<file path="src/rtl/core/pts_pkg.sv">
// ----------------------------------------------------------------------------
// pts_pkg: shared types and constants of the pass timing smoother
// Command and register codes, sizes, reset values and sequencer states.
// ----------------------------------------------------------------------------
package pts_pkg;

  // Table sizes
  localparam int PASS_SLOTS = 16;
  localparam int MAX_MARKS  = 32;

  // Field widths
  localparam int CMD_W      = 2;
  localparam int STAMP_W    = 64;
  localparam int SLOT_W     = 4;
  localparam int TIME_W     = 32;
  localparam int VBITS_W    = 7;
  localparam int TICK_W     = 32;
  localparam int SMOOTH_W   = 16;
  localparam int CFG_IDX_W  = 2;
  localparam int CFG_DATA_W = 32;

  // Derived sizes
  localparam int IDX_W  = (PASS_SLOTS > 1) ? $clog2(PASS_SLOTS) : 1;
  localparam int MARK_W = $clog2(MAX_MARKS + 1);
  localparam int PROD_W = 2 * TIME_W;

  // Register reset values
  localparam logic [VBITS_W-1:0]  VBITS_RST  = VBITS_W'(64);
  localparam logic [TICK_W-1:0]   TICK_RST   = TICK_W'(65536);
  localparam logic [SMOOTH_W-1:0] SMOOTH_RST = SMOOTH_W'(1966);

  // Commands
  typedef enum logic [CMD_W-1:0] {
    CMD_BEGIN = 2'd0,
    CMD_PASS  = 2'd1,
    CMD_END   = 2'd2
  } cmd_e;

  // Configuration register indexes
  typedef enum logic [CFG_IDX_W-1:0] {
    CFG_STAMP_BITS  = 2'd0,
    CFG_TICK_PERIOD = 2'd1,
    CFG_SMOOTHING   = 2'd2
  } cfg_reg_e;

  // Sequencer states
  typedef enum logic [3:0] {
    ST_IDLE,
    ST_DECODE,
    ST_MUL_LO,
    ST_MUL_HI,
    ST_NS_CALC,
    ST_PASS_UPD,
    ST_SWEEP,
    ST_TOTAL,
    ST_MOVE_MUL,
    ST_MOVE_APPLY,
    ST_DONE
  } state_e;

endpackage

</file>
<file path="src/rtl/core/pts_req_if.sv">
// ----------------------------------------------------------------------------
// pts_req_if: timestamp event channel
// Valid/ready channel carrying one timestamp event request.
// ----------------------------------------------------------------------------
interface pts_req_if import pts_pkg::*; ();
  logic                valid;
  logic                ready;
  logic [CMD_W-1:0]    command;
  logic [STAMP_W-1:0]  stamp_value;
  logic [SLOT_W-1:0]   pass_slot;

  modport source (output valid, command, stamp_value, pass_slot, input ready);
  modport sink   (input valid, command, stamp_value, pass_slot, output ready);
endinterface

</file>
<file path="src/rtl/core/pts_rsp_if.sv">
// ----------------------------------------------------------------------------
// pts_rsp_if: timing result channel
// Valid/ready channel carrying one result per event request.
// ----------------------------------------------------------------------------
interface pts_rsp_if import pts_pkg::*; ();
  logic               valid;
  logic               ready;
  logic [SLOT_W-1:0]  slot_echo;
  logic [TIME_W-1:0]  pass_time_ns;
  logic [TIME_W-1:0]  frame_time_ns;
  logic               taken;

  modport source (output valid, slot_echo, pass_time_ns, frame_time_ns, taken,
                  input ready);
  modport sink   (input valid, slot_echo, pass_time_ns, frame_time_ns, taken,
                  output ready);
endinterface

</file>
<file path="src/rtl/core/pts_cfg_if.sv">
// ----------------------------------------------------------------------------
// pts_cfg_if: configuration write channel
// Valid/ready channel carrying a register index and write data.
// ----------------------------------------------------------------------------
interface pts_cfg_if import pts_pkg::*; ();
  logic                  valid;
  logic                  ready;
  logic [CFG_IDX_W-1:0]  reg_index;
  logic [CFG_DATA_W-1:0] wdata;

  modport source (output valid, reg_index, wdata, input ready);
  modport sink   (input valid, reg_index, wdata, output ready);
endinterface

</file>
<file path="src/rtl/core/pass_timing_smoother.sv">
// ----------------------------------------------------------------------------
// pass_timing_smoother: smoothed per-pass and per-frame timings
// Turns timestamp events into per-slot exponential moving averages and a
// smoothed frame total, using one shared 32x32 multiplier under a sequencer.
// ----------------------------------------------------------------------------
//  channel | dir | payload                                          | accepted when
//  req_i   | in  | command, stamp_value, pass_slot                  | valid & ready
//  rsp_o   | out | slot_echo, pass_time_ns, frame_time_ns, taken    | valid & ready
//  cfg_i   | in  | reg_index, wdata                                 | valid & ready
//
//  Begin frame and ignored events go from decode straight to the result load;
//  a pass stamp first runs the low and high multiplies and the ns combine, plus
//  a smoothing move when the slot already holds a value. End frame walks all 16
//  slots one per cycle, but each decayed slot takes a multiply and apply step;
//  the total is then smoothed, or loaded while zero. One request at a time;
//  req ready is high only while the sequencer is idle, reached as the result loads.
//  A result waiting in the output register does not block the next request;
//  only the final load waits for it to drain. Config is always ready.
//  Reset clears the slot table, frame state and config registers to defaults.
// ----------------------------------------------------------------------------
module pass_timing_smoother import pts_pkg::*; (
  input  logic     clk_i,
  input  logic     rst_ni,
  pts_req_if.sink  req_i,
  pts_rsp_if.source rsp_o,
  pts_cfg_if.sink  cfg_i
);

  localparam logic [IDX_W-1:0] IDX_LAST = IDX_W'(PASS_SLOTS - 1);

  // Configuration registers
  logic [VBITS_W-1:0]  vbits_q;
  logic [TICK_W-1:0]   tick_q;
  logic [SMOOTH_W-1:0] smooth_q;

  // Control and frame state
  state_e              state_q, state_d;
  logic [STAMP_W-1:0]  last_q, last_d;
  logic                open_q, open_d;
  logic [MARK_W-1:0]   marks_q, marks_d;
  logic [TIME_W-1:0]   sum_q, sum_d;
  logic [TIME_W-1:0]   total_q, total_d;
  logic [TIME_W-1:0]   slot_time_q [PASS_SLOTS];
  logic [TIME_W-1:0]   slot_time_d [PASS_SLOTS];
  logic [PASS_SLOTS-1:0] known_q, known_d;
  logic [PASS_SLOTS-1:0] seen_q, seen_d;
  logic [IDX_W-1:0]    idx_q, idx_d;
  logic                tgt_total_q, tgt_total_d;
  logic                taken_q, taken_d;
  logic                rsp_valid_q, rsp_valid_d;

  // Datapath registers
  logic [CMD_W-1:0]    cmd_q, cmd_d;
  logic [STAMP_W-1:0]  stamp_q, stamp_d;
  logic [SLOT_W-1:0]   in_slot_q, in_slot_d;
  logic [STAMP_W-1:0]  delta_q, delta_d;
  logic [PROD_W-1:0]   prod_q, prod_d;
  logic [PROD_W-1:0]   lo_q, lo_d;
  logic [TIME_W-1:0]   ns_q, ns_d;
  logic [TIME_W-1:0]   mv_v_q, mv_v_d;
  logic                up_q, up_d;
  logic [SLOT_W-1:0]   echo_q, echo_d;
  logic [TIME_W-1:0]   ptime_q, ptime_d;
  logic [TIME_W-1:0]   ftime_q, ftime_d;
  logic                rtaken_q, rtaken_d;

  // Shared multiplier operands and helpers
  logic [TIME_W-1:0]   mul_a, mul_b;
  logic [TIME_W-1:0]   slot_rd, s_cur, step, moved;
  logic [STAMP_W-1:0]  mask;
  logic                supported, slot_in_range;
  logic [48:0]         ns_wide;
  logic [TIME_W:0]     sum_wide;

  assign supported     = (vbits_q != '0) && (tick_q != '0);
  assign mask          = (vbits_q >= VBITS_W'(STAMP_W)) ? '1 : ~({STAMP_W{1'b1}} << vbits_q);
  assign slot_in_range = (int'(in_slot_q) < PASS_SLOTS);
  assign slot_rd       = slot_time_q[idx_q];
  assign s_cur         = tgt_total_q ? total_q : slot_rd;
  assign step          = prod_q[TIME_W+15:16];
  assign moved         = up_q ? (s_cur + step) : (s_cur - step);
  assign ns_wide       = 49'({prod_q[15:0], 16'h0000}) + 49'(lo_q[PROD_W-1:16]);
  assign sum_wide      = (TIME_W+1)'(sum_q) + (TIME_W+1)'(ns_q);

  // Shared multiplier, registered
  assign prod_d = PROD_W'(mul_a) * PROD_W'(mul_b);

  assign req_i.ready         = (state_q == ST_IDLE);
  assign cfg_i.ready         = 1'b1;
  assign rsp_o.valid         = rsp_valid_q;
  assign rsp_o.slot_echo     = echo_q;
  assign rsp_o.pass_time_ns  = ptime_q;
  assign rsp_o.frame_time_ns = ftime_q;
  assign rsp_o.taken         = rtaken_q;

  // Sequencer: next state and datapath control
  always_comb begin
    state_d     = state_q;
    last_d      = last_q;
    open_d      = open_q;
    marks_d     = marks_q;
    sum_d       = sum_q;
    total_d     = total_q;
    slot_time_d = slot_time_q;
    known_d     = known_q;
    seen_d      = seen_q;
    idx_d       = idx_q;
    tgt_total_d = tgt_total_q;
    taken_d     = taken_q;
    rsp_valid_d = rsp_valid_q && !rsp_o.ready;
    cmd_d       = cmd_q;
    stamp_d     = stamp_q;
    in_slot_d   = in_slot_q;
    delta_d     = delta_q;
    lo_d        = lo_q;
    ns_d        = ns_q;
    mv_v_d      = mv_v_q;
    up_d        = up_q;
    echo_d      = echo_q;
    ptime_d     = ptime_q;
    ftime_d     = ftime_q;
    rtaken_d    = rtaken_q;
    mul_a       = delta_q[TIME_W-1:0];
    mul_b       = tick_q;

    unique case (state_q)
      ST_IDLE: begin
        if (req_i.valid) begin
          cmd_d     = req_i.command;
          stamp_d   = req_i.stamp_value;
          in_slot_d = req_i.pass_slot;
          state_d   = ST_DECODE;
        end
      end

      // Decide whether the event is taken and start its work
      ST_DECODE: begin
        taken_d = 1'b0;
        idx_d   = in_slot_q[IDX_W-1:0];
        state_d = ST_DONE;
        if (cmd_q == CMD_BEGIN) begin
          if (supported) begin
            open_d  = 1'b1;
            last_d  = stamp_q;
            marks_d = MARK_W'(1);
            sum_d   = '0;
            seen_d  = '0;
            taken_d = 1'b1;
          end
        end else if (cmd_q == CMD_PASS) begin
          if (supported && open_q && (marks_q < MARK_W'(MAX_MARKS)) && slot_in_range) begin
            delta_d = (stamp_q - last_q) & mask;
            state_d = ST_MUL_LO;
          end
        end else if (cmd_q == CMD_END) begin
          if (supported && open_q && (marks_q >= MARK_W'(2))) begin
            idx_d   = '0;
            state_d = ST_SWEEP;
          end
        end
      end

      // Low word of ticks times period
      ST_MUL_LO: begin
        mul_a   = delta_q[TIME_W-1:0];
        state_d = ST_MUL_HI;
      end

      // High word of ticks times period
      ST_MUL_HI: begin
        lo_d    = prod_q;
        mul_a   = delta_q[STAMP_W-1:TIME_W];
        state_d = ST_NS_CALC;
      end

      // Combine partial products into saturated nanoseconds
      ST_NS_CALC: begin
        if (prod_q[PROD_W-1:16] != '0) begin
          ns_d = '1;
        end else if (ns_wide[48:TIME_W] != '0) begin
          ns_d = '1;
        end else begin
          ns_d = ns_wide[TIME_W-1:0];
        end
        state_d = ST_PASS_UPD;
      end

      // Frame bookkeeping, then set or smooth the slot
      ST_PASS_UPD: begin
        sum_d         = sum_wide[TIME_W] ? '1 : sum_wide[TIME_W-1:0];
        last_d        = stamp_q;
        marks_d       = marks_q + MARK_W'(1);
        seen_d[idx_q] = 1'b1;
        taken_d       = 1'b1;
        if (known_q[idx_q]) begin
          mv_v_d      = ns_q;
          tgt_total_d = 1'b0;
          state_d     = ST_MOVE_MUL;
        end else begin
          slot_time_d[idx_q] = ns_q;
          known_d[idx_q]     = 1'b1;
          state_d            = ST_DONE;
        end
      end

      // Frame end: decay known slots not seen this frame
      ST_SWEEP: begin
        if (known_q[idx_q] && !seen_q[idx_q]) begin
          mv_v_d      = '0;
          tgt_total_d = 1'b0;
          state_d     = ST_MOVE_MUL;
        end else if (idx_q == IDX_LAST) begin
          state_d = ST_TOTAL;
        end else begin
          idx_d = idx_q + IDX_W'(1);
        end
      end

      // Frame total: load directly while zero, else smooth
      ST_TOTAL: begin
        taken_d = 1'b1;
        if (total_q == '0) begin
          total_d = sum_q;
          open_d  = 1'b0;
          state_d = ST_DONE;
        end else begin
          mv_v_d      = sum_q;
          tgt_total_d = 1'b1;
          state_d     = ST_MOVE_MUL;
        end
      end

      // Move toward target: |v - s| times weight
      ST_MOVE_MUL: begin
        up_d    = (mv_v_q >= s_cur);
        mul_a   = (mv_v_q >= s_cur) ? (mv_v_q - s_cur) : (s_cur - mv_v_q);
        mul_b   = TIME_W'(smooth_q);
        state_d = ST_MOVE_APPLY;
      end

      // Apply truncated step and continue
      ST_MOVE_APPLY: begin
        if (tgt_total_q) begin
          total_d = moved;
          open_d  = 1'b0;
          state_d = ST_DONE;
        end else begin
          slot_time_d[idx_q] = moved;
          if (cmd_q != CMD_END) begin
            state_d = ST_DONE;
          end else if (idx_q == IDX_LAST) begin
            state_d = ST_TOTAL;
          end else begin
            idx_d   = idx_q + IDX_W'(1);
            state_d = ST_SWEEP;
          end
        end
      end

      // Load the result register once it is free
      ST_DONE: begin
        if (!rsp_valid_q || rsp_o.ready) begin
          echo_d      = (cmd_q == CMD_PASS) ? in_slot_q : '0;
          ptime_d     = ((cmd_q == CMD_PASS) && slot_in_range) ? slot_rd : '0;
          ftime_d     = total_q;
          rtaken_d    = taken_q;
          rsp_valid_d = 1'b1;
          state_d     = ST_IDLE;
        end
      end

      default: state_d = ST_IDLE;
    endcase
  end

  // Control state and slot table
  always_ff @(posedge clk_i or negedge rst_ni) begin
    if (!rst_ni) begin
      state_q     <= ST_IDLE;
      last_q      <= '0;
      open_q      <= 1'b0;
      marks_q     <= '0;
      sum_q       <= '0;
      total_q     <= '0;
      slot_time_q <= '{default: '0};
      known_q     <= '0;
      seen_q      <= '0;
      idx_q       <= '0;
      tgt_total_q <= 1'b0;
      taken_q     <= 1'b0;
      rsp_valid_q <= 1'b0;
    end else begin
      state_q     <= state_d;
      last_q      <= last_d;
      open_q      <= open_d;
      marks_q     <= marks_d;
      sum_q       <= sum_d;
      total_q     <= total_d;
      slot_time_q <= slot_time_d;
      known_q     <= known_d;
      seen_q      <= seen_d;
      idx_q       <= idx_d;
      tgt_total_q <= tgt_total_d;
      taken_q     <= taken_d;
      rsp_valid_q <= rsp_valid_d;
    end
  end

  // Configuration registers
  always_ff @(posedge clk_i or negedge rst_ni) begin
    if (!rst_ni) begin
      vbits_q  <= VBITS_RST;
      tick_q   <= TICK_RST;
      smooth_q <= SMOOTH_RST;
    end else if (cfg_i.valid && cfg_i.ready) begin
      unique case (cfg_i.reg_index)
        CFG_STAMP_BITS:  vbits_q  <= cfg_i.wdata[VBITS_W-1:0];
        CFG_TICK_PERIOD: tick_q   <= cfg_i.wdata[TICK_W-1:0];
        CFG_SMOOTHING:   smooth_q <= cfg_i.wdata[SMOOTH_W-1:0];
        default: ;
      endcase
    end
  end

  // Datapath and result payload
  always_ff @(posedge clk_i) begin
    cmd_q     <= cmd_d;
    stamp_q   <= stamp_d;
    in_slot_q <= in_slot_d;
    delta_q   <= delta_d;
    prod_q    <= prod_d;
    lo_q      <= lo_d;
    ns_q      <= ns_d;
    mv_v_q    <= mv_v_d;
    up_q      <= up_d;
    echo_q    <= echo_d;
    ptime_q   <= ptime_d;
    ftime_q   <= ftime_d;
    rtaken_q  <= rtaken_d;
  end

  // Mark count never passes the limit
  a_marks_bound: assert property (@(posedge clk_i) disable iff (!rst_ni)
    marks_q <= MARK_W'(MAX_MARKS))
    else $error("mark count above limit");

  // A request is never followed by another in the next cycle
  a_one_at_a_time: assert property (@(posedge clk_i) disable iff (!rst_ni)
    (req_i.valid && req_i.ready) |=> !req_i.ready)
    else $error("request accepted while busy");

  // A taken frame end leaves the frame closed
  a_end_closes: assert property (@(posedge clk_i) disable iff (!rst_ni)
    (state_q == ST_DONE && cmd_q == CMD_END && taken_q) |-> !open_q)
    else $error("frame still open after frame end");

  // A slot moved toward zero never grows
  a_decay_shrinks: assert property (@(posedge clk_i) disable iff (!rst_ni)
    (state_q == ST_MOVE_APPLY && !tgt_total_q && mv_v_q == '0)
      |=> slot_time_q[$past(idx_q)] <= $past(slot_rd))
    else $error("slot value grew on decay");

endmodule
</file>
<file path="src/flat_wrapper.sv">
// flat-port wrapper written by rule: the top's interface ports become plain ports
module pass_timing_smoother_flat import pts_pkg::*;
  (clk_i, rst_ni, req_i_valid, req_i_command, req_i_stamp_value, req_i_pass_slot, req_i_ready, rsp_o_valid, rsp_o_slot_echo, rsp_o_pass_time_ns, rsp_o_frame_time_ns, rsp_o_taken, rsp_o_ready, cfg_i_valid, cfg_i_reg_index, cfg_i_wdata, cfg_i_ready);
  pts_req_if req_i_i ();
  pts_rsp_if rsp_o_i ();
  pts_cfg_if cfg_i_i ();
  input  logic clk_i;
  input  logic rst_ni;
  input wire logic [$bits(req_i_i.valid)-1:0] req_i_valid;
  input wire logic [$bits(req_i_i.command)-1:0] req_i_command;
  input wire logic [$bits(req_i_i.stamp_value)-1:0] req_i_stamp_value;
  input wire logic [$bits(req_i_i.pass_slot)-1:0] req_i_pass_slot;
  output wire logic [$bits(req_i_i.ready)-1:0] req_i_ready;
  output wire logic [$bits(rsp_o_i.valid)-1:0] rsp_o_valid;
  output wire logic [$bits(rsp_o_i.slot_echo)-1:0] rsp_o_slot_echo;
  output wire logic [$bits(rsp_o_i.pass_time_ns)-1:0] rsp_o_pass_time_ns;
  output wire logic [$bits(rsp_o_i.frame_time_ns)-1:0] rsp_o_frame_time_ns;
  output wire logic [$bits(rsp_o_i.taken)-1:0] rsp_o_taken;
  input wire logic [$bits(rsp_o_i.ready)-1:0] rsp_o_ready;
  input wire logic [$bits(cfg_i_i.valid)-1:0] cfg_i_valid;
  input wire logic [$bits(cfg_i_i.reg_index)-1:0] cfg_i_reg_index;
  input wire logic [$bits(cfg_i_i.wdata)-1:0] cfg_i_wdata;
  output wire logic [$bits(cfg_i_i.ready)-1:0] cfg_i_ready;
  assign req_i_i.valid = req_i_valid;
  assign req_i_i.command = req_i_command;
  assign req_i_i.stamp_value = req_i_stamp_value;
  assign req_i_i.pass_slot = req_i_pass_slot;
  assign req_i_ready = req_i_i.ready;
  assign rsp_o_valid = rsp_o_i.valid;
  assign rsp_o_slot_echo = rsp_o_i.slot_echo;
  assign rsp_o_pass_time_ns = rsp_o_i.pass_time_ns;
  assign rsp_o_frame_time_ns = rsp_o_i.frame_time_ns;
  assign rsp_o_taken = rsp_o_i.taken;
  assign rsp_o_i.ready = rsp_o_ready;
  assign cfg_i_i.valid = cfg_i_valid;
  assign cfg_i_i.reg_index = cfg_i_reg_index;
  assign cfg_i_i.wdata = cfg_i_wdata;
  assign cfg_i_ready = cfg_i_i.ready;
  pass_timing_smoother u_core (.clk_i(clk_i), .rst_ni(rst_ni), .req_i(req_i_i), .rsp_o(rsp_o_i), .cfg_i(cfg_i_i));
endmodule
</file>
<file path="config.mk">
export PLATFORM = sky130hd
export DESIGN_NAME = pass_timing_smoother_flat
export DESIGN_NICKNAME = d
export VERILOG_FILES = /design/src/rtl/core/pts_pkg.sv /design/src/rtl/core/pts_req_if.sv /design/src/rtl/core/pts_rsp_if.sv /design/src/rtl/core/pts_cfg_if.sv /design/src/rtl/core/pass_timing_smoother.sv /design/src/flat_wrapper.sv
export SDC_FILE = /design/constraint.sdc
export NUM_CORES = 2
export LEC_CHECK = 0
export BUFFER_PORTS_ARGS = -buffer_cell sky130_fd_sc_hd__buf_2
export CORE_ASPECT_RATIO = 2
export CORE_MARGIN = 2
export CORE_UTILIZATION = 60
export CTS_CLUSTER_DIAMETER = 40
export CTS_CLUSTER_SIZE = 25
export DETAILED_ROUTE_END_ITERATION = 12
export MAX_ROUTING_LAYER = met4
export PLACE_DENSITY = 0.73
export SLEW_MARGIN = 5
export SYNTH_ARGS = -nofsm -noshare
export SYNTH_HDL_FRONTEND = slang
export SYNTH_SLANG_ARGS = --single-unit
</file>
<file path="constraint.sdc">
create_clock -name clk_i -period 14 [get_ports clk_i]
set_input_delay 0 -clock clk_i [delete_from_list [all_inputs] [get_ports clk_i]]
set_output_delay 0 -clock clk_i [all_outputs]
set_load 0.05 [all_outputs]
</file>
Word-level counts from Yosys, hierarchy flattened

Cells that the tools add are included.

Flip-flop bits (word level): 1141
Latch bits: 0
RAM bits: 0
Memory bits (read-only): 0
Input port bits: 109
Output and inout port bits: 72
Word-level logic and storage cells: 223
Memories kept: 0

$add $sub $neg: 9
Multipliers: 1
Div/mod/pow operators: 0
Order comparisons: 8
Equal/unequal tests: 30
Shift operators: 1
Multiplexer cells: 80
Bitwise gates (word level): 7
Reductions and logical operators: 43

Operator list:

| kind                                              | number |
|---|---|
| bitwise mux 512 bit                               | 2 |
| two-way mux 512 bit                               | 2 |
| one-hot mux 512 bit (2 select lines)              | 1 |
| two-way mux 32 bit                                | 15 |
| two-way mux 64 bit                                | 3 |
| one-hot mux 32 bit (2 select lines)               | 3 |
| binary-select mux 32 bit (select 4 bit)           | 1 |
| demux 32 bit (select 4 bit)                       | 1 |
| one-hot mux 64 bit (2 select lines)               | 1 |
| one-hot mux 32 bit (3 select lines)               | 1 |
| subtractor 32 bit                                 | 3 |
| two-way mux 4 bit                                 | 19 |
| bitwise AND 64 bit                                | 1 |
| multiplier 32 x 32 -> 64 bit                      | 1 |
| NOT 64 bit                                        | 1 |
| << shifter 64 x 7 -> 64 bit, first input constant | 1 |
| subtractor 64 bit                                 | 1 |
| adder 32 x 48 -> 49 bit                           | 1 |
| nonzero test 48 bit                               | 1 |
| one-hot mux 4 bit (11 select lines)               | 1 |
| adder 32 x 32 -> 33 bit                           | 1 |
| adder 32 bit                                      | 1 |
| greater-or-equal comparator 32 bit                | 1 |
| zero test 32 bit                                  | 1 |
| other kinds (47)                                  | 115 |

Logic depth before layout (Yosys ltp)

Depth in word-level cells: 10
Mapped depth: 50

Worst setup path after synthesis

No wires, ideal clock.

Path type: reg-to-reg
Start: register u_core.idx_q[0]
End: register u_core.prod_q[63]
Library setup time: 72 ps
Data arrival time: 12200 ps
Path slack: 1728 ps
Stages on the path, launching flop included: 46
Cells stage by stage: dfrtp_1 buf_2 buf_2 buf_2 buf_1 mux4_2 mux4_2 mux2i_1 inv_1 ha_1 buf_2 a21o_1 a31oi_1 nand2_1 nor2_1 a21oi_4 o21ai_4 mux2_1 (+10 left out) inv_1 fa_1 fa_1 fa_1 inv_1 fa_1 inv_1 ha_1 clkbuf_1 nand2_1 o21ai_0 a221o_1 a21o_1 a41oi_1 o31a_1 o31a_1 o41ai_1 xnor2_1

Longest elaborated chain between the ends: 9

RTL lines:

| item                                                                           | RTL line                    | source |
|---|---|---|
| start: declaration                                                             | pass_timing_smoother.sv:47  | `logic [IDX_W-1:0] idx_q, idx_d;` |
| start signal: assignment                                                       | pass_timing_smoother.sv:302 | `idx_q <= idx_d;` |
| NOT 4 -> 5 bit (implied by the code) (*)                                       | pass_timing_smoother.sv:78  | `assign slot_rd = slot_time_q[idx_q];` |
| binary-select mux 32 bit (select 4 bit) (*)                                    | pass_timing_smoother.sv:78  |  |
| two-way mux 32 bit (implied by the code) (*) (2 in series)                     | pass_timing_smoother.sv:78  |  |
| two-way mux 32 bit (*)                                                         | pass_timing_smoother.sv:79  | `assign s_cur = tgt_total_q ? total_q : slot_rd;` |
| subtractor 32 bit / greater-or-equal comparator 32 bit (equally long branches) | pass_timing_smoother.sv:236 | `mul_a = (mv_v_q >= s_cur) ? (mv_v_q - s_cur) : (s_cur - mv_v_q);` |
| two-way mux 32 bit (*)                                                         | pass_timing_smoother.sv:236 |  |
| one-hot mux 32 bit (2 select lines) (*)                                        | pass_timing_smoother.sv:126 | `unique case (state_q)` |
| multiplier 32 x 32 -> 64 bit (*)                                               | pass_timing_smoother.sv:86  | `assign prod_d = PROD_W'(mul_a) * PROD_W'(mul_b);` |
| via u_core.prod_d[63]                                                          | pass_timing_smoother.sv:57  | `logic [PROD_W-1:0] prod_q, prod_d;` |
| end signal: assignment                                                         | pass_timing_smoother.sv:331 | `prod_q <= prod_d;` |
| end: declaration                                                               | pass_timing_smoother.sv:57  |  |

Mark *: on every way through the listed nets, which the timed path passes. The rest lies on a longest branch. The select of a mux whose other input is x is not followed.
A chain may end at the register's enable or synchronous reset.

Worst setup path after layout

Start: register u_core.idx_q[0]
End: register u_core.prod_q[62]

Same word-level chain as after synthesis.

==> flow_summary.yaml <==
outcome:
  status: "complete, no violations"
sta:
  maxSlewHeadroom_pct: 12.6
  worst_slack_ns: 0.302
  setup_viol: 0
  period_share_pct: 97.8
  timing.final.hold_violations: 0
  fmax_mhz: 73.0
  report.final.slew_viol_count: 0
  worst_pin_slew_ns: 1.31
  period_needed_ns: 13.70
  clock_skew_ns: 0.0930
setup_path:
  critPathLaunchType: "register"
  crit_top_cell: "fa_1"
  r2r-end: "u_core.prod_q[62]"
  regToRegSetupSlack_ns: 0.30
  startpoint: "u_core.idx_q[0]"
  slowest_delay_ns: 0.73
  critPathArrivalTime_ns: 14.35
  end_kind: "register"
  critPathMaxFanout: 27
  reg2regPathDepth: 40
  crit_path_end: "u_core.prod_q[62]"
  crit_slowest_cell: "o221ai_1"
  cp.required_ns: 14.65
  timing.rr.start: "u_core.idx_q[0]"
  crit_type: "reg -> reg"
global_route:
  grt_use_total_pct: 40.8
  antenna_found_initial: 5
  grt_pass1_vias: 74800
  grt_max_degree: 186
  grt_remaining_overflow: 0
  grt_pass1_wl_um: 462000
floorplanning:
  placementRows: 203
  die_x_um: 281
  dieArea_um2: 156000
  initial_core_util_pct: 60.2
  fp.dieH_um: 557
  ios: 181
  core_area_um2: 152000
logic_synthesis:
  ys_seq_elements: 1125
  syn_area_um2: 91800
  syn_nets: 11000
  synthCells: 9541
  synth-edff-count: 316
  yosysSeqAreaShare_pct: 32.1
  async_flop_share_pct: 66.2
  yosysUniqueCellTypes: 107
  synthFlopType: "dfrtp_1"
  synth_warnings: 0
  syn_avg_cell_area_um2: 9.62
routing:
  post_drt_wl_per_cell_um: 26.1
  drtIter0Drc: 8220
  vias_per_cell: 6.34
  firstDrtPassIters: 6
  drt-total-wl_um: 305000
  ant_nets: 0
  drc: 0
  vias: 74100
clock_tree:
  clk_path_buf_depth: 3
  clock_latency_ns: 0.75
  cts.clk_slew.worst_paths_ns: 0.08
  cts.sinks: 1125
  htree_levels: 3
  root_buffer: "clkbuf_16"
  cts_tree: "built"
  cts_buffers: 93
cells_and_area:
  most-common-layout-cells: "nand2_1 (1,326), inv_1 (1,111), fa_1 (902)"
  nets: 11100
  area_growth_pct: 9.22
  final_common_cell: "nand2_1"
  drive_gt1_share_pct: 9.82
placed_design:
  gp_congestion: 1.06
  pre_cts_ws_ns: 0.333
  dpl.hpwl_um: 229000
  io_buffers: 179
worst_hold_path:
  hp-class: "in -> reg"
  worstHoldStart: "req_i_stamp_value[31]"
  min_path_cells: 2
run:
  cap_violations: 0
[metal layers]
layer | part of all wire (%) | wire length [um] | track usage, %
met1 | 38 | 116000 | 52.1
met2 | 46 | 141000 | 62.5
met3 | 9.0 | 27400 | 6.76
met4 | 6.9 | 21200 | 22.1
met5 | 0 | 0 | -
[cell families after synthesis]
group	after synthesis	share of synthesized area, %
muxes	294	5.63
AOI/OAI and AO/OA	2111	14.2
adders and majority gates	1377	26.2
and+or+nand+nor	2702	12.6
other	1	0.00409
xor gates and xnor gates	242	2.33
DFF	1125	32.1
buffers and inverters	1689	7.03
[worst min-delay path by stage]
stage	slack [ns]	end
2_1_floorplan	-0.30	u_core.idx_q[0]
3_3_place_gp	0.09	u_core.slot_time_q[312]
3_5_place_dp	0.09	u_core.slot_time_q[440]
6_report	0.03	u_core.stamp_q[31]
4_1_cts	0.0008	u_core.stamp_q[31]
5_1_grt	0.02	u_core.stamp_q[31]
[cells in the mapped netlist, types with 37 or more instances]
cell type	instances	area share, %
xor2_1	102	0.97
xnor2_1	138	1.3
mux4_2	170	4.2
edfxtp_1	316	10
clkbuf_1	468	1.9
and3_1	43	0.29
nand2b_1	53	0.36
mux2i_1	55	0.60
nand2_1	1330	5.4
a31oi_1	96	0.65
nor2_1	781	3.2
a211oi_1	41	0.34
fa_1	902	20
o211ai_1	37	0.30
a21oi_1	460	2.5
nand3_1	101	0.55
nand4_1	55	0.38
o22ai_1	45	0.31
or3_1	51	0.35
mux2_2	66	0.81
nor3_1	54	0.29
o21bai_1	61	0.50
a22oi_1	83	0.68
a21o_1	146	1.2
a22o_1	78	0.74
o21ai_0	784	4.3
dfrtp_1	735	20
ha_1	475	6.5
and2_1	101	0.69
buf_2	51	0.28
buf_1	45	0.18
o21a_1	44	0.36
inv_1	1112	4.5
dfxtp_1	64	1.4
[registers in the layout, indices dropped and copies added, names as in the netlist, 6 cells and up]
register                    cells
u_core.prod_q                  64
u_core.known_q                 16
u_core.ns_q                    32
u_core.delta_q                 64
u_core.slot_time_q            512
u_core.smooth_q                16
u_core.last_q                  64
u_core.total_q                 32
u_core.stamp_q                 64
u_core.mv_v_q                  32
u_core.tick_q                  32
u_core.marks_q                  6
u_core.lo_q                    48
u_core.rsp_o.pass_time_ns      32
u_core.rsp_o.frame_time_ns     32
u_core.seen_q                  16
u_core.sum_q                   32
u_core.vbits_q                  7
[critical path: cells and delay by family (launching register included)]
kind            cells  cell delay (ns)
fa+ha+maj          10             4.92
flops               1             0.59
simple gates        4             0.66
buf+inv             8             1.38
mux                 4             1.69
xor+xnor            2             0.40
compound gates     12             3.94
[what timing repair did]
item                       4_1_cts  5_1_grt
setup endpoints to repair        0       12
gates resized for setup          0        7
setup buffers                    0        9
hold buffers                   173        0
hold endpoints to repair       238        0
[through the flow]
stage               instances  utilization [%]  TNS (ns)  hold WS [ns]  cell area [um^2]
floorplan                9541                -         0        -0.296             91800
global placement        11300             62.3         0        0.0916             95000
detailed placement      11300             62.3         0        0.0859             95000
CTS                     11700             65.7         0      0.000832            100000
global route            11700             65.8  -0.00687        0.0246            100000
finish                  11700             65.8         0        0.0253            100000
[final cells by class]
class | count | area, um^2
antenna | 3 | 7.51
clock buffer | 99 | 2370
fill | 12200 | 52200
multi-input combinational | 6727 | 56200
sequential | 1125 | 29400
tap | 1947 | 2440
clock inverter | 76 | 945
inverter | 1115 | 4190
timing repair buffer | 596 | 4660
Power is left out: the tool's default activity adds up to more than one toggle a clock period on the data nets, which glitch-free logic cannot reach.
